File: src/hw/rtl/yiqlo_pkg.sv
// shared constants and weight function for the yiq luma offset pipeline
`default_nettype none

package yiqlo_pkg;

	localparam int PIX_W   = 8;
	localparam int TDATA_W = 3 * PIX_W;
	localparam int OFS_W   = 9;

	// weights in thousandths
	localparam int M_YR = 299;
	localparam int M_YG = 587;
	localparam int M_YB = 114;
	localparam int M_IR = 596;
	localparam int M_IG = -275;
	localparam int M_IB = -321;
	localparam int M_QR = 212;
	localparam int M_QG = -523;
	localparam int M_QB = 311;
	localparam int M_RI = 956;
	localparam int M_RQ = 621;
	localparam int M_GI = -272;
	localparam int M_GQ = -647;
	localparam int M_BI = -1108;
	localparam int M_BQ = 1705;

	// round(milli/1000 * 2^frac), halves away from zero
	function automatic int coef(input int milli, input int frac);
		int mag;
		int q;
		mag = (milli < 0) ? -milli : milli;
		q = (mag * (1 << frac) + 500) / 1000;
		return (milli < 0) ? -q : q;
	endfunction

endpackage

`default_nettype wire

File: src/hw/rtl/yiq_luma_offset_pixel.sv
// top level: rgb pixel brightness adjust through yiq, four register stages
// an accepted word passes through stages s1 to s4 before its result word reaches the master side
// throughput: one pixel per cycle while the output is not held, as all four stages share one enable
// a stalled output freezes every stage, so nothing is lost or repeated
// reset clears all stage valid bits and sets the luma offset to zero
`default_nettype none

module yiq_luma_offset_pixel #(
	parameter int COEF_FRAC_BITS = 12
) (
	input  wire logic                               clk,
	input  wire logic                               arst_n,
	input  wire logic                               s_tvalid,
	output logic                                    s_tready,
	input  wire logic [yiqlo_pkg::TDATA_W-1:0]      s_tdata,  // in_red, in_green, in_blue
	output logic                                    m_tvalid,
	input  wire logic                               m_tready,
	output logic [yiqlo_pkg::TDATA_W-1:0]           m_tdata,  // out_red, out_green, out_blue
	input  wire logic                               cfg_valid,
	output logic                                    cfg_ready,
	input  wire logic [yiqlo_pkg::OFS_W-1:0]        cfg_data  // luma_offset
);

	localparam int PW = yiqlo_pkg::PIX_W;

	logic                                  en;
	logic signed [yiqlo_pkg::OFS_W-1:0]    luma_offset_q;
	logic                                  valid_s2;
	logic signed [10:0]                    y_s2;
	logic signed [9:0]                     i_s2;
	logic signed [9:0]                     q_s2;
	logic [PW-1:0]                         red_s4, green_s4, blue_s4;

	// whole pipeline advances unless the output word is held
	assign en        = !m_tvalid || m_tready;
	assign s_tready  = en;
	assign cfg_ready = 1'b1;

	always_ff @(posedge clk or negedge arst_n) begin
		if (!arst_n) begin
			luma_offset_q <= '0;
		end else if (cfg_valid && cfg_ready) begin
			luma_offset_q <= cfg_data;
		end
	end

	yiqlo_fwd #(
		.COEF_FRAC_BITS(COEF_FRAC_BITS)
	) u_fwd (
		.clk        (clk),
		.arst_n     (arst_n),
		.en         (en),
		.in_valid   (s_tvalid),
		.in_red     (s_tdata[PW-1:0]),
		.in_green   (s_tdata[2*PW-1:PW]),
		.in_blue    (s_tdata[3*PW-1:2*PW]),
		.luma_offset(luma_offset_q),
		.valid_s2   (valid_s2),
		.y_s2       (y_s2),
		.i_s2       (i_s2),
		.q_s2       (q_s2)
	);

	yiqlo_inv #(
		.COEF_FRAC_BITS(COEF_FRAC_BITS)
	) u_inv (
		.clk     (clk),
		.arst_n  (arst_n),
		.en      (en),
		.valid_s2(valid_s2),
		.y_s2    (y_s2),
		.i_s2    (i_s2),
		.q_s2    (q_s2),
		.valid_s4(m_tvalid),
		.red_s4  (red_s4),
		.green_s4(green_s4),
		.blue_s4 (blue_s4)
	);

	assign m_tdata = {blue_s4, green_s4, red_s4};

	a_cfg_write: assert property (@(posedge clk) disable iff (!arst_n)
		cfg_valid && cfg_ready |=> luma_offset_q == $past(cfg_data))
		else $error("luma offset not taken from config write");

	a_mid_to_out: assert property (@(posedge clk) disable iff (!arst_n)
		en && valid_s2 ##1 en |=> m_tvalid)
		else $error("word lost between middle and output stage");

	a_stall_hold: assert property (@(posedge clk) disable iff (!arst_n)
		!en |=> $stable(valid_s2) && m_tvalid)
		else $error("pipeline moved during output stall");

endmodule

`default_nettype wire

File: src/hw/rtl/yiqlo_fwd.sv
// rgb to yiq stages: weight products, then sums, truncation and luma offset
`default_nettype none

module yiqlo_fwd #(
	parameter int COEF_FRAC_BITS = 12
) (
	input  wire logic                                clk,
	input  wire logic                                arst_n,
	input  wire logic                                en,
	input  wire logic                                in_valid,
	input  wire logic [yiqlo_pkg::PIX_W-1:0]         in_red,
	input  wire logic [yiqlo_pkg::PIX_W-1:0]         in_green,
	input  wire logic [yiqlo_pkg::PIX_W-1:0]         in_blue,
	input  wire logic signed [yiqlo_pkg::OFS_W-1:0]  luma_offset,
	output logic                                     valid_s2,
	output logic signed [10:0]                       y_s2,
	output logic signed [9:0]                        i_s2,
	output logic signed [9:0]                        q_s2
);

	localparam int CW = COEF_FRAC_BITS + 3;
	localparam int W  = COEF_FRAC_BITS + 12;

	localparam logic signed [CW-1:0] C_YR = CW'(yiqlo_pkg::coef(yiqlo_pkg::M_YR, COEF_FRAC_BITS));
	localparam logic signed [CW-1:0] C_YG = CW'(yiqlo_pkg::coef(yiqlo_pkg::M_YG, COEF_FRAC_BITS));
	localparam logic signed [CW-1:0] C_YB = CW'(yiqlo_pkg::coef(yiqlo_pkg::M_YB, COEF_FRAC_BITS));
	localparam logic signed [CW-1:0] C_IR = CW'(yiqlo_pkg::coef(yiqlo_pkg::M_IR, COEF_FRAC_BITS));
	localparam logic signed [CW-1:0] C_IG = CW'(yiqlo_pkg::coef(yiqlo_pkg::M_IG, COEF_FRAC_BITS));
	localparam logic signed [CW-1:0] C_IB = CW'(yiqlo_pkg::coef(yiqlo_pkg::M_IB, COEF_FRAC_BITS));
	localparam logic signed [CW-1:0] C_QR = CW'(yiqlo_pkg::coef(yiqlo_pkg::M_QR, COEF_FRAC_BITS));
	localparam logic signed [CW-1:0] C_QG = CW'(yiqlo_pkg::coef(yiqlo_pkg::M_QG, COEF_FRAC_BITS));
	localparam logic signed [CW-1:0] C_QB = CW'(yiqlo_pkg::coef(yiqlo_pkg::M_QB, COEF_FRAC_BITS));

	localparam logic signed [W-1:0] RND = (W'(1) << COEF_FRAC_BITS) - W'(1);

	// divide by 2^frac, truncating toward zero
	function automatic logic signed [W-1:0] trunc_div(input logic signed [W-1:0] s);
		logic signed [W-1:0] b;
		b = s + (s[W-1] ? RND : W'(0));
		return b >>> COEF_FRAC_BITS;
	endfunction

	logic signed [W-1:0] r_ext, g_ext, b_ext;
	logic                valid_s1;
	logic signed [W-1:0] pyr_s1, pyg_s1, pyb_s1;
	logic signed [W-1:0] pir_s1, pig_s1, pib_s1;
	logic signed [W-1:0] pqr_s1, pqg_s1, pqb_s1;
	logic signed [W-1:0] y_sum, i_sum, q_sum;
	logic signed [W-1:0] y_d, i_d, q_d;

	assign r_ext = W'(signed'({1'b0, in_red}));
	assign g_ext = W'(signed'({1'b0, in_green}));
	assign b_ext = W'(signed'({1'b0, in_blue}));

	always_ff @(posedge clk or negedge arst_n) begin
		if (!arst_n) begin
			valid_s1 <= 1'b0;
			valid_s2 <= 1'b0;
		end else if (en) begin
			valid_s1 <= in_valid;
			valid_s2 <= valid_s1;
		end
	end

	always_ff @(posedge clk) begin
		if (en) begin
			pyr_s1 <= r_ext * W'(C_YR);
			pyg_s1 <= g_ext * W'(C_YG);
			pyb_s1 <= b_ext * W'(C_YB);
			pir_s1 <= r_ext * W'(C_IR);
			pig_s1 <= g_ext * W'(C_IG);
			pib_s1 <= b_ext * W'(C_IB);
			pqr_s1 <= r_ext * W'(C_QR);
			pqg_s1 <= g_ext * W'(C_QG);
			pqb_s1 <= b_ext * W'(C_QB);
		end
	end

	assign y_sum = pyr_s1 + pyg_s1 + pyb_s1;
	assign i_sum = pir_s1 + pig_s1 + pib_s1;
	assign q_sum = pqr_s1 + pqg_s1 + pqb_s1;
	assign y_d   = trunc_div(y_sum);
	assign i_d   = trunc_div(i_sum);
	assign q_d   = trunc_div(q_sum);

	always_ff @(posedge clk) begin
		if (en) begin
			y_s2 <= {y_d[9], y_d[9:0]} + {{2{luma_offset[8]}}, luma_offset};
			i_s2 <= i_d[9:0];
			q_s2 <= q_d[9:0];
		end
	end

endmodule

`default_nettype wire

File: src/hw/rtl/yiqlo_inv.sv
// yiq to rgb stages: weight products, then sums, truncation and clamp
`default_nettype none

module yiqlo_inv #(
	parameter int COEF_FRAC_BITS = 12
) (
	input  wire logic                          clk,
	input  wire logic                          arst_n,
	input  wire logic                          en,
	input  wire logic                          valid_s2,
	input  wire logic signed [10:0]            y_s2,
	input  wire logic signed [9:0]             i_s2,
	input  wire logic signed [9:0]             q_s2,
	output logic                               valid_s4,
	output logic [yiqlo_pkg::PIX_W-1:0]        red_s4,
	output logic [yiqlo_pkg::PIX_W-1:0]        green_s4,
	output logic [yiqlo_pkg::PIX_W-1:0]        blue_s4
);

	localparam int CW = COEF_FRAC_BITS + 3;
	localparam int W  = COEF_FRAC_BITS + 12;

	localparam logic signed [CW-1:0] C_RI = CW'(yiqlo_pkg::coef(yiqlo_pkg::M_RI, COEF_FRAC_BITS));
	localparam logic signed [CW-1:0] C_RQ = CW'(yiqlo_pkg::coef(yiqlo_pkg::M_RQ, COEF_FRAC_BITS));
	localparam logic signed [CW-1:0] C_GI = CW'(yiqlo_pkg::coef(yiqlo_pkg::M_GI, COEF_FRAC_BITS));
	localparam logic signed [CW-1:0] C_GQ = CW'(yiqlo_pkg::coef(yiqlo_pkg::M_GQ, COEF_FRAC_BITS));
	localparam logic signed [CW-1:0] C_BI = CW'(yiqlo_pkg::coef(yiqlo_pkg::M_BI, COEF_FRAC_BITS));
	localparam logic signed [CW-1:0] C_BQ = CW'(yiqlo_pkg::coef(yiqlo_pkg::M_BQ, COEF_FRAC_BITS));

	localparam logic signed [W-1:0] RND = (W'(1) << COEF_FRAC_BITS) - W'(1);
	localparam logic signed [W-1:0] MAXV = W'(255);

	function automatic logic signed [W-1:0] trunc_div(input logic signed [W-1:0] s);
		logic signed [W-1:0] b;
		b = s + (s[W-1] ? RND : W'(0));
		return b >>> COEF_FRAC_BITS;
	endfunction

	function automatic logic [yiqlo_pkg::PIX_W-1:0] clamp8(input logic signed [W-1:0] v);
		logic [yiqlo_pkg::PIX_W-1:0] res;
		if (v[W-1])
			res = '0;
		else if (v > MAXV)
			res = '1;
		else
			res = v[yiqlo_pkg::PIX_W-1:0];
		return res;
	endfunction

	logic signed [W-1:0] i_ext, q_ext;
	logic                valid_s3;
	logic signed [W-1:0] py_s3;
	logic signed [W-1:0] pri_s3, prq_s3, pgi_s3, pgq_s3, pbi_s3, pbq_s3;
	logic signed [W-1:0] r_d, g_d, b_d;

	assign i_ext = W'(i_s2);
	assign q_ext = W'(q_s2);

	always_ff @(posedge clk or negedge arst_n) begin
		if (!arst_n) begin
			valid_s3 <= 1'b0;
			valid_s4 <= 1'b0;
		end else if (en) begin
			valid_s3 <= valid_s2;
			valid_s4 <= valid_s3;
		end
	end

	always_ff @(posedge clk) begin
		if (en) begin
			// luma weight is exactly one
			py_s3  <= W'(y_s2) <<< COEF_FRAC_BITS;
			pri_s3 <= i_ext * W'(C_RI);
			prq_s3 <= q_ext * W'(C_RQ);
			pgi_s3 <= i_ext * W'(C_GI);
			pgq_s3 <= q_ext * W'(C_GQ);
			pbi_s3 <= i_ext * W'(C_BI);
			pbq_s3 <= q_ext * W'(C_BQ);
		end
	end

	assign r_d = trunc_div(py_s3 + pri_s3 + prq_s3);
	assign g_d = trunc_div(py_s3 + pgi_s3 + pgq_s3);
	assign b_d = trunc_div(py_s3 + pbi_s3 + pbq_s3);

	always_ff @(posedge clk) begin
		if (en) begin
			red_s4   <= clamp8(r_d);
			green_s4 <= clamp8(g_d);
			blue_s4  <= clamp8(b_d);
		end
	end

endmodule

`default_nettype wire
File: config.mk
export PLATFORM = sky130hd
export DESIGN_NAME = yiq_luma_offset_pixel
export DESIGN_NICKNAME = d
export VERILOG_FILES = /design/src/hw/rtl/yiqlo_pkg.sv /design/src/hw/rtl/yiq_luma_offset_pixel.sv /design/src/hw/rtl/yiqlo_fwd.sv /design/src/hw/rtl/yiqlo_inv.sv
export SDC_FILE = /design/constraint.sdc
export NUM_CORES = 2
export LEC_CHECK = 0
export ABC_AREA = 1
export BUFFER_PORTS_ARGS = -buffer_cell sky130_fd_sc_hd__buf_2
export CORE_ASPECT_RATIO = 1.75
export CORE_UTILIZATION = 65
export DETAILED_ROUTE_END_ITERATION = 6
export PLACE_DENSITY = 0.84
export SYNTH_ARGS = -nofsm -noshare
export SYNTH_HDL_FRONTEND = slang
export SYNTH_SLANG_ARGS = --single-unit
File: constraint.sdc
create_clock -name clk -period 17.8 [get_ports clk]
set_clock_uncertainty 0.15 [all_clocks]
set_input_delay 3.56 -clock clk [delete_from_list [all_inputs] [get_ports clk]]
set_output_delay 3.56 -clock clk [all_outputs]
set_load 0.05 [all_outputs]
# Word-level counts from Yosys, hierarchy flattened
# Index checks and enable logic that the tools add are counted.
[op_classes] add_sub_neg=19 mul=15 n_div=0 n_lt_le_gt_ge=3 eq_ne=0 shifts=0 n_mux=9 n_bitwise=0 reduce_logical=2
[ops] op="adder 24 bit" count=9
[ops] op="adder 23 x 24 -> 24 bit" count=3
[ops] op="adder 24 x 13 -> 24 bit" count=3
[ops] op="2-to-1 mux 12 bit" count=6
[ops] op="multiplier 10 x 11 -> 21 bit (second input constant)" count=3
[ops] op="adder 22 bit" count=2
[ops] op="multiplier 9 x 12 -> 21 bit (second input constant)" count=2
[ops] op="greater-than comparator 12 x 9 -> 1 bit (second input constant)" count=3
[ops] op="multiplier 8 x 10 -> 18 bit (second input constant)" count=2
[ops] op="2-to-1 mux 8 bit" count=3
[ops] op="multiplier 10 x 13 -> 23 bit (second input constant)" count=1
[ops] op="adder 22 x 13 -> 22 bit" count=1
[ops] op="multiplier 10 x 12 -> 22 bit (second input constant)" count=1
[ops] op="multiplier 8 x 12 -> 20 bit (second input constant)" count=1
[ops] op="multiplier 9 x 11 -> 20 bit (second input constant)" count=1
[ops] op="multiplier 10 x 9 -> 19 bit (second input constant)" count=1
[ops] op="multiplier 8 x 11 -> 19 bit (second input constant)" count=1
[ops] op="multiplier 8 x 9 -> 17 bit (second input constant)" count=1
[ops] op="multiplier 8 x 8 -> 16 bit (second input constant)" count=1
[ops] op="adder 10 x 9 -> 11 bit" count=1
[ops] op="zero test 1 bit" count=1
[ops] op="logical OR 1 bit" count=1
[word_totals] regBits=420 latchBits=0 mem_bits_rw=0 mem_bits_ro=0 inputBits=38 out_inout_bits=27 word_cells=75 mem_count=0

# Depth between registers and ports, before layout
[depth] depth_word=6 mapped_depth=31 mapped_depth_nobuf=31

# By module
# A second synthesis with hierarchy kept.
[hier_totals] cells_unflattened=5206 area_unflattened_um2=47291.6
[modules_own_cells] module="yiqlo_inv" n_inst=1 cells_each=2649 area_each_um2=23555.1 seq_area_each_um2=4434.3
[modules_own_cells] module="yiqlo_fwd" n_inst=1 cells_each=2515 area_each_um2=23376.2 seq_area_each_um2=5515.3
[modules_own_cells] module="yiq_luma_offset_pixel" n_inst=1 cells_each=42 area_each_um2=360.3 seq_area_each_um2=225.2

# Worst setup path after synthesis
# No wires, ideal clock.
[synth_timing] kind="input port to output port" startpoint="in m_tready" endpoint="out s_tready" t_arrival_ns=10.874 required_time_ns=14.090 slack_ns=3.216 path_stages=2 n_path_buf=0 path_cell_list="inv_1 -> nand2_1"
[synth_between] elab_chain_len=1
[synth_lines] element="start: declaration" line="yiq_luma_offset_pixel.sv:17" text="input wire logic m_tready,"
[synth_lines] element="logical OR 1 bit" line="yiq_luma_offset_pixel.sv:35" text="assign en = !m_tvalid || m_tready;"
[synth_lines] element="end: declaration" line="yiq_luma_offset_pixel.sv:14" text="output logic s_tready,"
# Every way passes these cells.

# Worst setup path in the final report
# Ends and elaborated chain as after synthesis.

==> reports/metrics.cfg <==
[status]
status=complete, no violations

[die]
num_io_pins=65
start_util=0.6572
die_width_um=200.9
placementRows=127
core_area_mm2=0.06849
die-area_mm2=0.07035
die_h_um=350.1

[place]
dp_hpwl_um=103200
numPortBuffers=63
place_congestion=1.040

[critical_path]
cpPeakStageDelay_ps=530
crit_chain=buf_2 -> inv_1 -> nand2_4 -> buf_2
critPathTopFamily=simple AND/OR/NAND/NOR gates
cp-end-kind=output pin
crit_path_start_kind=input pin
path_common_cell=buf_2
crit_type=in -> out
worstPathArrival_ps=4600
critPathRequiredTime_ps=14090
path_buf_inv=3
cp-endpoint=s_tready
crit_path_max_fanout=52
regToRegSetupSlack_ps=11660
critical_path_depth=4
worstReg2RegEnd=u_inv.pbi_s3[23]
startpoint=m_tready
reg2reg_depth=18
r2r-start=u_fwd.i_s2[4]
crit_slowest_cell=nand2_4

[drt]
vias_per_cell=5.693
vias=32680
remaining_drc_errors=0
wl_um=119400
ant_nets=0
dr.pass1.iters=5
drt_iter0_drc=1536
wl_per_cell_um=20.79

[sta]
tns_ps=0
max_slew_margin=0.3347
rsz0062_at_grt=false
fin_hold_ws_ps=275.6
fmax_mhz=120.3
hold_viol=0
finalCritPeriodShare=0.4670
drv_slew=0
setup_violations=0
fin_crit_ps=8312
tightestPinTransition_ps=998.0

[clock_tree]
root_buffer=clkbuf_16
clock_latency_ps=580
clkTransAtPathRegs_ps=60
cts_setup_buffers=0
cts_tree=built
htree_levels=2
cts_resized=0
clockBufferDepth=3
cts_buffers=36
ctsHoldBuffers=0
numClockSinks=341

[global_routing]
grt_max_degree=79
track_usage=0.3505
antenna_found_initial=9
grt_pass1_vias=34910
grt_pass1_wl_um=184700
grt_overflow=0

[cells_and_area]
final_cell_mix=937 x inv_1, 789 x ha_1, 682 x nand2_1, 479 x fa_1, 328 x edfxtp_1
drive_above_1_share=0.04987
fin_nets=6112
final_common_cell=inv_1
n_fill_cell=5145
area_delta_synth_final_pct=5.882

[synthesis]
synth_flop_cell=edfxtp_1
syn_inst=4705
synth_seq_cells=341
ys_seq_area_frac=0.2260
syn_avg_cell_area_um2=9.567
async_reset_ff_frac=0.03812
yosys_warnings=0
synth_fp_nets=6011
synth_edf_count=328
synthDistinctLibCells=65
synth_area_mm2=0.04501

[worst_hold_path]
hp-class=reg -> reg
hold_depth=0

[flow_run]
maxCapViolCount=0

-- synthesized netlist by cell type, types with 29 or more instances --
cell type    n  area (um2)
nand4_1     35       219.0
inv_1      937        3517
nor2_1     188       705.7
o21bai_1    29       217.7
edfxtp_1   328        9849
o21ai_0    114       570.6
a21oi_1    318        1592
xor2_1     246        2155
nand3_1    193       965.9
ha_1       789        9872
nand2_1    683        2564
xnor2_1     89       779.5
fa_1       479        9589
-- layer usage --
layer / vias up / share of wire / track usage
li1: 15600 / - / -
met1: 15650 / 0.31 / 0.3071
met2: 903 / 0.52 / 0.6463
met3: 518 / 0.035 / 0.04198
met4: 2 / 0.14 / 0.4038
met5: - / 0.000084 / 0
-- worst min path at each step --
stage | slack, ps | endpoint | start
after CTS | 280 | u_inv.py_s3[16] | u_fwd.y_s2[4]
after floorplan | 250 | u_inv.py_s3[12] | u_fwd.y_s2[0]
after detailed placement | 260 | u_inv.py_s3[16] | u_fwd.y_s2[4]
after global routing | 290 | u_inv.py_s3[12] | u_fwd.y_s2[0]
after global placement | 250 | u_inv.py_s3[19] | u_fwd.y_s2[7]
final | 280 | u_inv.py_s3[16] | u_fwd.y_s2[4]
-- area by class of cell --
type                    instances  area [um2]  share of cell area
inverters                     944        3543             0.07435
clock buffers                  42       975.9             0.02048
multi-input cells            3412       31260              0.6560
well taps                     903        1130             0.02371
flip-flops and latches        341       10170              0.2135
diodes                          4       10.01           0.0002100
repair buffers                 71       375.4            0.007876
clock inverters                23       187.7            0.003938
-- sequential cells by signal, indices dropped and copies added, names as in the netlist, 9 cells and up --
name and count:
u_fwd.pqb_s1 15, u_inv.pbq_s3 20, u_inv.pbi_s3 19, u_fwd.pyg_s1 15
u_fwd.pyr_s1 19, u_inv.pri_s3 21, u_fwd.y_s2 11, u_fwd.q_s2 10
luma_offset_q 9, u_fwd.pib_s1 21, u_fwd.i_s2 10, u_fwd.pig_s1 20
u_inv.py_s3 11, u_fwd.pqg_s1 19, u_inv.pgi_s3 12, u_fwd.pyb_s1 16
u_inv.pgq_s3 20, u_inv.prq_s3 19, u_fwd.pqr_s1 12, u_fwd.pir_s1 14
-- metrics by stage --
stage	instances	instance area, um2	setup WS [ps]	util
floorplan	4705	45010	3216	-
global placement	5671	46490	9439	0.6788
detailed placement	5671	46490	9395	0.6788
CTS	5736	47650	9449	0.6957
global route	5736	47650	9392	0.6957
finish	5740	47660	9488	0.6959
-- logic make-up after synthesis --
logic type                 synth area share
AOI/OAI and AO/OA                   0.07155
xor gates and xnor gates            0.06738
adders and majority gates            0.4324
buffers and inverters               0.07958
DFF                                  0.2260
muxes                              0.002502
other                            0.00008331
and+or+nand+nor                      0.1205
Power is not shown: default switching activity piles up to over one toggle a cycle in this logic, so the estimate is an artifact.
